$ cat src/rtl/pvst_pkg.sv
// ---------------------------------------------------------------------------
// Pump and valve safety timer: shared types and constants
// Beat payloads, command and register codes, state encoding and the timer
// helper functions used by the top level and the valve store.
// ---------------------------------------------------------------------------
package pvst_pkg;

	// Widest valve address over the supported range of valve counts (up to 64).
	localparam int ADDR_W = 6;
	// APB address width: three 32-bit registers at byte addresses 0, 4 and 8.
	localparam int PADDR_W = 4;
	localparam int EL_W = 27;
	localparam int LIM_W = 26;

	localparam logic [EL_W-1:0] ELAPSED_MAX = '1;
	localparam logic [LIM_W-1:0] MS_PER_S = LIM_W'(1000);
	localparam logic [4:0] VALVE_COUNT_RST = 5'd16;
	localparam logic [LIM_W-1:0] PUMP_MAX_RST = LIM_W'(60000);
	localparam logic [LIM_W-1:0] VALVE_MAX_RST = LIM_W'(30000);

	// Command codes carried in the mode field.
	localparam logic [2:0] MODE_TICK      = 3'd0;
	localparam logic [2:0] MODE_PUMP_ON   = 3'd1;
	localparam logic [2:0] MODE_PUMP_OFF  = 3'd2;
	localparam logic [2:0] MODE_OPEN      = 3'd3;
	localparam logic [2:0] MODE_CLOSE     = 3'd4;
	localparam logic [2:0] MODE_CLOSE_ALL = 3'd5;

	// Register indexes (byte address divided by four).
	localparam logic [1:0] REG_VALVE_COUNT = 2'd0;
	localparam logic [1:0] REG_PUMP_MAX    = 2'd1;
	localparam logic [1:0] REG_VALVE_MAX   = 2'd2;

	typedef struct packed {
		logic [2:0]  mode;
		logic [3:0]  valve_sel;
		logic [15:0] duration_seconds;
	} cmd_t;

	typedef struct packed {
		logic        pump_running;
		logic [15:0] valve_open_mask;
		logic        request_ignored;
	} res_t;

	typedef enum logic [2:0] {
		ST_IDLE,
		ST_EXEC,
		ST_SWEEP,
		ST_DRAIN,
		ST_DONE
	} state_t;

	// Request from the sequencer to the valve store.
	typedef struct packed {
		logic              wr_open;
		logic              rd_en;
		logic              rd_open;
		logic [ADDR_W-1:0] addr;
		logic [LIM_W-1:0]  limit_ms;
	} vreq_t;

	// Outcome of one timed valve entry.
	typedef struct packed {
		logic              valid;
		logic              shut;
		logic [ADDR_W-1:0] addr;
	} vrsp_t;

	// Elapsed counter plus one, holding at its ceiling.
	function automatic logic [EL_W-1:0] sat_inc(input logic [EL_W-1:0] el);
		sat_inc = (el == ELAPSED_MAX) ? el : el + EL_W'(1);
	endfunction

	// A unit expires at its own duration, when one is set, or at the maximum.
	function automatic logic timer_expired(input logic [EL_W-1:0] el,
		input logic [LIM_W-1:0] lim, input logic [LIM_W-1:0] mx);
		timer_expired = ((lim != '0) && (el >= {1'b0, lim})) || (el >= {1'b0, mx});
	endfunction

endpackage

$ cat src/rtl/pump_valve_safety_timer.sv
// ---------------------------------------------------------------------------
// Pump and valve safety timer
// One pump and up to VALVES valves, each switched by command beats and shut
// by its own on-time limit or a configured maximum as millisecond ticks come.
// ---------------------------------------------------------------------------
// A command beat passes through the execute and completion states and then the output
// register; a tick, unless it shuts the pump or no valve is in use, also sweeps the
// valves in use and drains the store pipeline. Only one beat is in flight at a time: a
// new beat is taken in idle. The valve memory sweep reads one entry per cycle.
// A stalled output register holds the sequencer until the result is taken.
// Reset clears pump and flags, restores register defaults; memory needs no clearing.
module pump_valve_safety_timer #(
	parameter int VALVES = 16
) (
	input  logic                         clk,
	input  logic                         arst_n,
	input  logic                         cmd_valid,
	output logic                         cmd_ready,
	input  pvst_pkg::cmd_t               cmd,
	output logic                         res_valid,
	input  logic                         res_ready,
	output pvst_pkg::res_t               res,
	input  logic                         psel,
	input  logic                         penable,
	input  logic                         pwrite,
	input  logic [pvst_pkg::PADDR_W-1:0] paddr,
	input  logic [31:0]                  pwdata,
	output logic [31:0]                  prdata,
	output logic                         pready
);
	import pvst_pkg::*;

	localparam int AW = (VALVES > 1) ? $clog2(VALVES) : 1;
	localparam int CW = ($clog2(VALVES + 1) > 5) ? $clog2(VALVES + 1) : 5;
	localparam int MB = (VALVES < 16) ? VALVES : 16;

	state_t            state_q, state_d;
	cmd_t              cmd_q;
	logic [4:0]        valve_count_q;
	logic [LIM_W-1:0]  pump_max_q;
	logic [LIM_W-1:0]  valve_max_q;
	logic              pump_on_q;
	logic [EL_W-1:0]   pump_el_q;
	logic [LIM_W-1:0]  pump_lim_q;
	logic [VALVES-1:0] flags_q;
	logic [CW-1:0]     idx_q;
	logic              ign_q;
	res_t              res_q;
	logic              res_valid_q;

	logic [CW-1:0]     cnt;
	logic [ADDR_W-1:0] open_addr;
	logic              idx_ok;
	logic              open_ok;
	logic [LIM_W-1:0]  dur_ms;
	logic [EL_W-1:0]   pump_inc;
	logic              pump_exp;
	logic              res_free;
	logic              cfg_wr;
	logic [15:0]       mask;
	vreq_t             vreq;
	vrsp_t             vrsp;

	// Valve count in use and the checks on the addressed valve.
	always_comb begin
		cnt       = (CW'(valve_count_q) > CW'(VALVES)) ? CW'(VALVES) : CW'(valve_count_q);
		open_addr = ADDR_W'(cmd_q.valve_sel);
		idx_ok    = CW'(cmd_q.valve_sel) < cnt;
		open_ok   = idx_ok && pump_on_q && !flags_q[open_addr[AW-1:0]];
		dur_ms    = LIM_W'(cmd_q.duration_seconds) * MS_PER_S;
		pump_inc  = sat_inc(pump_el_q);
		pump_exp  = timer_expired(pump_inc, pump_lim_q, pump_max_q);
		res_free  = !res_valid_q || res_ready;
	end

	// Next state of the sequencer.
	always_comb begin
		state_d = state_q;
		unique case (state_q)
			ST_IDLE: begin
				if (cmd_valid) begin
					state_d = ST_EXEC;
				end
			end
			ST_EXEC: begin
				if (cmd_q.mode == MODE_TICK && !(pump_on_q && pump_exp) && cnt != '0) begin
					state_d = ST_SWEEP;
				end else begin
					state_d = ST_DONE;
				end
			end
			ST_SWEEP: begin
				if (idx_q == cnt - CW'(1)) begin
					state_d = ST_DRAIN;
				end
			end
			ST_DRAIN: begin
				state_d = ST_DONE;
			end
			ST_DONE: begin
				if (res_free) begin
					state_d = ST_IDLE;
				end
			end
			default: begin
				state_d = ST_IDLE;
			end
		endcase
	end

	// Sequencer outputs: handshake and valve store requests.
	always_comb begin
		cmd_ready = 1'b0;
		vreq      = '{wr_open: 1'b0, rd_en: 1'b0, rd_open: 1'b0,
			addr: open_addr, limit_ms: dur_ms};
		unique case (state_q)
			ST_IDLE: begin
				cmd_ready = 1'b1;
			end
			ST_EXEC: begin
				vreq.wr_open = (cmd_q.mode == MODE_OPEN) && open_ok;
			end
			ST_SWEEP: begin
				vreq.rd_en   = 1'b1;
				vreq.rd_open = flags_q[idx_q[AW-1:0]];
				vreq.addr    = ADDR_W'(idx_q);
			end
			ST_DRAIN, ST_DONE: begin
			end
			default: begin
			end
		endcase
	end

	always_ff @(posedge clk or negedge arst_n) begin
		if (!arst_n) begin
			state_q <= ST_IDLE;
		end else begin
			state_q <= state_d;
		end
	end

	// Command capture.
	always_ff @(posedge clk) begin
		if (cmd_valid && cmd_ready) begin
			cmd_q <= cmd;
		end
	end

	// Pump and valve flag state, updated by commands, ticks and the sweep.
	always_ff @(posedge clk or negedge arst_n) begin
		if (!arst_n) begin
			pump_on_q  <= 1'b0;
			pump_el_q  <= '0;
			pump_lim_q <= '0;
			flags_q    <= '0;
			idx_q      <= '0;
			ign_q      <= 1'b0;
		end else begin
			if (state_q == ST_EXEC) begin
				ign_q <= ((cmd_q.mode == MODE_PUMP_ON) && pump_on_q)
					|| ((cmd_q.mode == MODE_OPEN) && !open_ok);
				idx_q <= '0;
				unique case (cmd_q.mode)
					MODE_TICK: begin
						if (pump_on_q && pump_exp) begin
							pump_on_q  <= 1'b0;
							pump_el_q  <= '0;
							pump_lim_q <= '0;
							for (int i = 0; i < VALVES; i++) begin
								if (CW'(i) < cnt) begin
									flags_q[i] <= 1'b0;
								end
							end
						end else if (pump_on_q) begin
							pump_el_q <= pump_inc;
						end
					end
					MODE_PUMP_ON: begin
						if (!pump_on_q) begin
							pump_on_q  <= 1'b1;
							pump_el_q  <= '0;
							pump_lim_q <= dur_ms;
						end
					end
					MODE_PUMP_OFF: begin
						pump_on_q  <= 1'b0;
						pump_el_q  <= '0;
						pump_lim_q <= '0;
						for (int i = 0; i < VALVES; i++) begin
							if (CW'(i) < cnt) begin
								flags_q[i] <= 1'b0;
							end
						end
					end
					MODE_OPEN: begin
						if (open_ok) begin
							flags_q[open_addr[AW-1:0]] <= 1'b1;
						end
					end
					MODE_CLOSE: begin
						if (idx_ok) begin
							flags_q[open_addr[AW-1:0]] <= 1'b0;
						end
					end
					MODE_CLOSE_ALL: begin
						for (int i = 0; i < VALVES; i++) begin
							if (CW'(i) < cnt) begin
								flags_q[i] <= 1'b0;
							end
						end
					end
					default: begin
					end
				endcase
			end
			if (state_q == ST_SWEEP) begin
				idx_q <= idx_q + CW'(1);
			end
			// A valve whose timer ran out in the store is shut.
			if (vrsp.valid && vrsp.shut) begin
				flags_q[vrsp.addr[AW-1:0]] <= 1'b0;
			end
		end
	end

	// Mask of the valves that fit the result field.
	always_comb begin
		mask = '0;
		for (int i = 0; i < MB; i++) begin
			mask[i] = flags_q[i];
		end
	end

	// Output register: parts the result from the command side.
	always_ff @(posedge clk or negedge arst_n) begin
		if (!arst_n) begin
			res_valid_q <= 1'b0;
		end else if (state_q == ST_DONE && res_free) begin
			res_valid_q <= 1'b1;
		end else if (res_ready) begin
			res_valid_q <= 1'b0;
		end
	end

	always_ff @(posedge clk) begin
		if (state_q == ST_DONE && res_free) begin
			res_q <= '{pump_running: pump_on_q, valve_open_mask: mask,
				request_ignored: ign_q};
		end
	end

	assign res_valid = res_valid_q;
	assign res       = res_q;

	// Configuration registers.
	assign cfg_wr = psel && penable && pwrite && pready;
	assign pready = 1'b1;

	always_ff @(posedge clk or negedge arst_n) begin
		if (!arst_n) begin
			valve_count_q <= VALVE_COUNT_RST;
			pump_max_q    <= PUMP_MAX_RST;
			valve_max_q   <= VALVE_MAX_RST;
		end else if (cfg_wr) begin
			unique case (paddr[3:2])
				REG_VALVE_COUNT: valve_count_q <= pwdata[4:0];
				REG_PUMP_MAX:    pump_max_q    <= pwdata[LIM_W-1:0];
				REG_VALVE_MAX:   valve_max_q   <= pwdata[LIM_W-1:0];
				default: begin
				end
			endcase
		end
	end

	always_comb begin
		unique case (paddr[3:2])
			REG_VALVE_COUNT: prdata = 32'(valve_count_q);
			REG_PUMP_MAX:    prdata = 32'(pump_max_q);
			REG_VALVE_MAX:   prdata = 32'(valve_max_q);
			default:         prdata = '0;
		endcase
	end

	pvst_valve_store #(
		.VALVES(VALVES)
	) u_store (
		.clk         (clk),
		.arst_n      (arst_n),
		.req         (vreq),
		.valve_max_ms(valve_max_q),
		.rsp         (vrsp)
	);

	// An accepted beat is executed in the following cycle.
	a_accept_exec: assert property (@(posedge clk) disable iff (!arst_n)
		cmd_valid && cmd_ready |=> state_q == ST_EXEC)
		else $error("accepted beat not executed");

	// The sweep stays within the valve count in use.
	a_sweep_range: assert property (@(posedge clk) disable iff (!arst_n)
		state_q == ST_SWEEP |-> idx_q < cnt)
		else $error("sweep index beyond the valve count");

	// A result only appears from the completion state.
	a_res_from_done: assert property (@(posedge clk) disable iff (!arst_n)
		$rose(res_valid_q) |-> $past(state_q == ST_DONE))
		else $error("result raised outside completion");

	// Store results only come while the sweep runs or drains.
	a_rsp_in_sweep: assert property (@(posedge clk) disable iff (!arst_n)
		vrsp.valid |-> state_q == ST_SWEEP || state_q == ST_DRAIN)
		else $error("valve result outside the sweep");

endmodule

$ cat src/rtl/pvst_valve_store.sv
// ---------------------------------------------------------------------------
// Valve timer store
// Holds the elapsed and limit fields of every valve in one synchronous
// memory, and times one open entry a cycle in a read-modify-write pipeline.
// ---------------------------------------------------------------------------
module pvst_valve_store #(
	parameter int VALVES = 16
) (
	input  logic                      clk,
	input  logic                      arst_n,
	input  pvst_pkg::vreq_t           req,
	input  logic [pvst_pkg::LIM_W-1:0] valve_max_ms,
	output pvst_pkg::vrsp_t           rsp
);
	import pvst_pkg::*;

	localparam int AW = (VALVES > 1) ? $clog2(VALVES) : 1;

	typedef struct packed {
		logic [EL_W-1:0]  elapsed;
		logic [LIM_W-1:0] limit;
	} entry_t;

	entry_t            mem [VALVES];
	entry_t            data_s1;
	logic              valid_s1;
	logic [ADDR_W-1:0] addr_s1;
	logic [EL_W-1:0]   inc;
	logic              shut;

	// Read port: the data is registered.
	always_ff @(posedge clk) begin
		if (req.rd_en) begin
			data_s1 <= mem[req.addr[AW-1:0]];
		end
		addr_s1 <= req.addr;
	end

	// Only entries of open valves are timed.
	always_ff @(posedge clk or negedge arst_n) begin
		if (!arst_n) begin
			valid_s1 <= 1'b0;
		end else begin
			valid_s1 <= req.rd_en && req.rd_open;
		end
	end

	// Advance the counter of the entry read in the previous cycle.
	always_comb begin
		inc  = sat_inc(data_s1.elapsed);
		shut = timer_expired(inc, data_s1.limit, valve_max_ms);
	end

	// Write port: a valve being opened, or the write-back of a timed entry.
	always_ff @(posedge clk) begin
		if (req.wr_open) begin
			mem[req.addr[AW-1:0]] <= '{elapsed: '0, limit: req.limit_ms};
		end else if (valid_s1 && !shut) begin
			mem[addr_s1[AW-1:0]] <= '{elapsed: inc, limit: data_s1.limit};
		end
	end

	assign rsp = '{valid: valid_s1, shut: shut, addr: addr_s1};

	// An opening never coincides with the sweep.
	a_open_not_in_sweep: assert property (@(posedge clk) disable iff (!arst_n)
		req.wr_open |-> !req.rd_en && !valid_s1)
		else $error("valve opened while the sweep was running");

	// Every result follows a read of an open entry in the previous cycle.
	a_rsp_after_read: assert property (@(posedge clk) disable iff (!arst_n)
		valid_s1 |-> $past(req.rd_en && req.rd_open))
		else $error("valve result without a matching read");

	// Consecutive results address different entries.
	a_no_overlap: assert property (@(posedge clk) disable iff (!arst_n)
		valid_s1 && $past(valid_s1) |-> addr_s1 != $past(addr_s1))
		else $error("same valve entry timed in back-to-back cycles");

endmodule
$ cat config.mk
export PLATFORM = sky130hd
export DESIGN_NAME = pump_valve_safety_timer
export DESIGN_NICKNAME = d
export VERILOG_FILES = /design/src/rtl/pvst_pkg.sv /design/src/rtl/pump_valve_safety_timer.sv /design/src/rtl/pvst_valve_store.sv
export SDC_FILE = /design/constraint.sdc
export NUM_CORES = 2
export LEC_CHECK = 0
export BUFFER_PORTS_ARGS = -buffer_cell sky130_fd_sc_hd__buf_2
export CAP_MARGIN = 20
export CORE_UTILIZATION = 43
export CTS_BUF_LIST = sky130_fd_sc_hd__clkbuf_8
export DETAILED_ROUTE_END_ITERATION = 10
export PLACE_DENSITY = 0.67
export SYNTH_ARGS = -nofsm -noshare
export SYNTH_HDL_FRONTEND = slang
export SYNTH_SLANG_ARGS = --single-unit
$ cat constraint.sdc
create_clock -name clk -period 12.6 [get_ports clk]
set_input_delay 3.78 -clock clk [delete_from_list [all_inputs] [get_ports clk]]
set_output_delay 3.78 -clock clk [all_outputs]
set_load 0.01 [all_outputs]
==> impl_metrics.ini <==
[synthesis]
synth_top_area_share = 0.5672
yosysWarnings = 0
syn_area_mm2 = 0.04987
synth_top_cell_by_area = edfxtp_1
ys_seq_area_frac = 0.6369
yosys.area_share.simple = 0.1674
synth_area_per_cell_um2 = 11.76
ys_top_cells_by_area = edfxtp_1 57%, nand2_1 7.8%, dfrtp_1 6.0%
synth_xor_area_frac = 0.01300
ys_async_sr_fraction = 0.1249
yosys_register_bits = 1081
ys.flop_type = edfxtp_1
synth_top_family_by_area = simple AND/OR/NAND/NOR gates
synth_edf_count = 942
synthAdderAreaFrac = 0.06207
muxShareOfSynthArea = 0.009860
synth_cell_type_count = 81
synthCells = 4242
synth_compound_gate_area_share = 0.07993

[sta]
finalCritPeriodShare = 0.7022
worstMarginPinSlew_ns = 1.170
setup_violations = 0
whs_ns = 0.5049
final_hold_viol_count = 0
drv_slew = 0
max_freq_mhz = 113.0
post-route-min-period_ns = 8.848
final.setup.tns_ns = 0
fin_ws_ns = 3.752
clock_skew_ns = 0.05537
rsz0062_at_grt = no
slew_headroom = 0.2198

[clock_network]
cts_tree = done
post-cts-setup-buffer-count = 0
clkTransAtPathRegs_ns = 0.05
cts_buffers = 176
cts_hold_buf = 0
h-tree-depth = 4
clock-root-buffer = clkbuf_8
ctsLongestPathBuffers = 3
cts.sinks = 1081
insertion_delay_ns = 0.88
cts_resized = 0

[global_route]
grt_max_degree = 142
grt_pass1_vias = 33420
grt-ovfl-total = 0
grt_pass1_wl_mm = 204.0
track_usage = 0.2294
grt_antenna_before_repair = 3

[critical_path]
slowest_stage = nor2b_2
crit_top_cell = buf_2
required_ns = 8.82
cp_top_family = buffers and inverters
slowest_delay_ns = 0.38
start_kind = primary input
crit_chain = buf_2 > nor2b_2 > buf_16 > nand2_1 > o21ai_0 > buf_2
crit_arrival_ns = 5.07
path_depth = 6
end_kind = output pin
reg2reg_from = u_store.data_s1[35]
crit_start = paddr[3]
path_class = in -> out
path_buf_inv = 3
reg2reg_depth = 18
crit_fanout = 23

[finish]
syn_to_final_growth_pct = 11.44
drive_above_1_share = 0.1051
post-route-util = 0.4847
final_nets = 4655

[outcome]
violations = DRC
status = finished, violations left

[placement]
place_hpwl_mm = 78.47
portBuffers = 103
dp_worst_setup_slack_ns = 3.790
gp_congestion = 0.9360

[min_path]
min_path_cells = 1
min_path_type = reg -> reg
hp-start = state_q[0]

[drt]
dr.pass1.iters = 9
vias = 34700
drt_first_iter_violations = 3810
viasPerCell = 5.759
post_drt_wl_per_cell_um = 22.51
drc = 32
drt_wl_total_mm = 135.6
antenna_left = 0

[floorplan]
die_h_um = 342.6
die_area_mm2 = 0.1174
initial_core_util = 0.4350
fp.dieW_um = 342.6
pin_count = 119
rows = 124
core_mm2 = 0.1147

[flow_run]
maxCapViolCount = 0
[cell type report]
type,count,area [um2]
multi-input cells,2790,16940
fillers,10060,59080
clock inverters,129,698.2
clock buffers,184,2532
diodes,4,10.01
inverters,144,554.3
well taps,1512,1892
repair buffers,181,1191
flip-flops and latches,1081,31760
[synth_stat cells (all sizes together) (10+ instances only)]
cell type  count
or3           10
nand4         31
a22o          49
edfxtp       942
nor3          34
xnor2         48
a211oi        18
ha           161
mux2i         12
fa            54
mux2          13
nand2b        29
mux4          10
buf           37
nor2b         41
nor2          90
nor4          27
xor2          26
and2          17
and3          72
nand2       1031
dfstp         15
a21oi         86
a31oi         76
a21o          15
dfrtp        120
and4          10
clkbuf       211
o21ai        130
a311oi       108
nand3        453
o22ai         18
inv          144
[registers in the layout (all words and copies together) (netlist names)]
signal	count
cmd_q	23
u_store.data_s1	53
valve_max_q	26
pump_on_q	1
u_store.mem	848
flags_q	16
pump_el_q	27
pump_lim_q	23
u_store.valid_s1	1
res	18
idx_q	5
valve_count_q	5
ign_q	1
res_valid	1
u_store.addr_s1	4
state_q	3
pump_max_q	26
[per-stage QoR]
step | area (um2) | cells
after floorplan | 49950 | 4263
after global placement | 52210 | 5697
after detailed placement | 52240 | 5698
after CTS | 55470 | 6011
after global routing | 55570 | 6023
final | 55580 | 6025
[layer usage]
layer,vias to the layer above,routed length [um],GRT usage
li1,15730,-,-
met1,17090,55330,0.3116
met2,1587,63700,0.3638
met3,294,11580,0.04056
met4,0,5011,0.09570
met5,-,0,0
[cells in the final DEF, fill, tap and decap left out, types with 70 or more instances in the layout]
cell         n
clkbuf_8   185
ha_1       161
nor2_1      90
nand3_1    453
nand2_1   1031
a31oi_1     76
dfrtp_1    120
inv_1      208
buf_2      102
a21oi_1     83
buf_4       70
edfxtp_1   942
a311oi_1   108
and3_1      72
o21ai_0    124
[kinds of logic after synthesis]
logic type / count (synthesis)
and+or+nand+nor: 1866
DFF: 1081
AOI/OAI and AO/OA: 577
buffers and inverters: 392
adders and majority gates: 215
xor gates and xnor gates: 74
muxes: 35
other: 2
[path summary, 6_finish.rpt]
path / end / slack, ns
setup / recovery: prdata[0] / 3.75
hold / removal: state_q[0] / 0.50
setup reg to reg: u_store.mem[12][8] / 4.78
hold reg to reg: state_q[0] / 0.50
max in group asynchronous: pump_max_q[10] / 8.29
min in group asynchronous: res_valid / 2.92
Power is not shown: default switching activity piles up to over one toggle a cycle in this logic, so the estimate is an artifact.
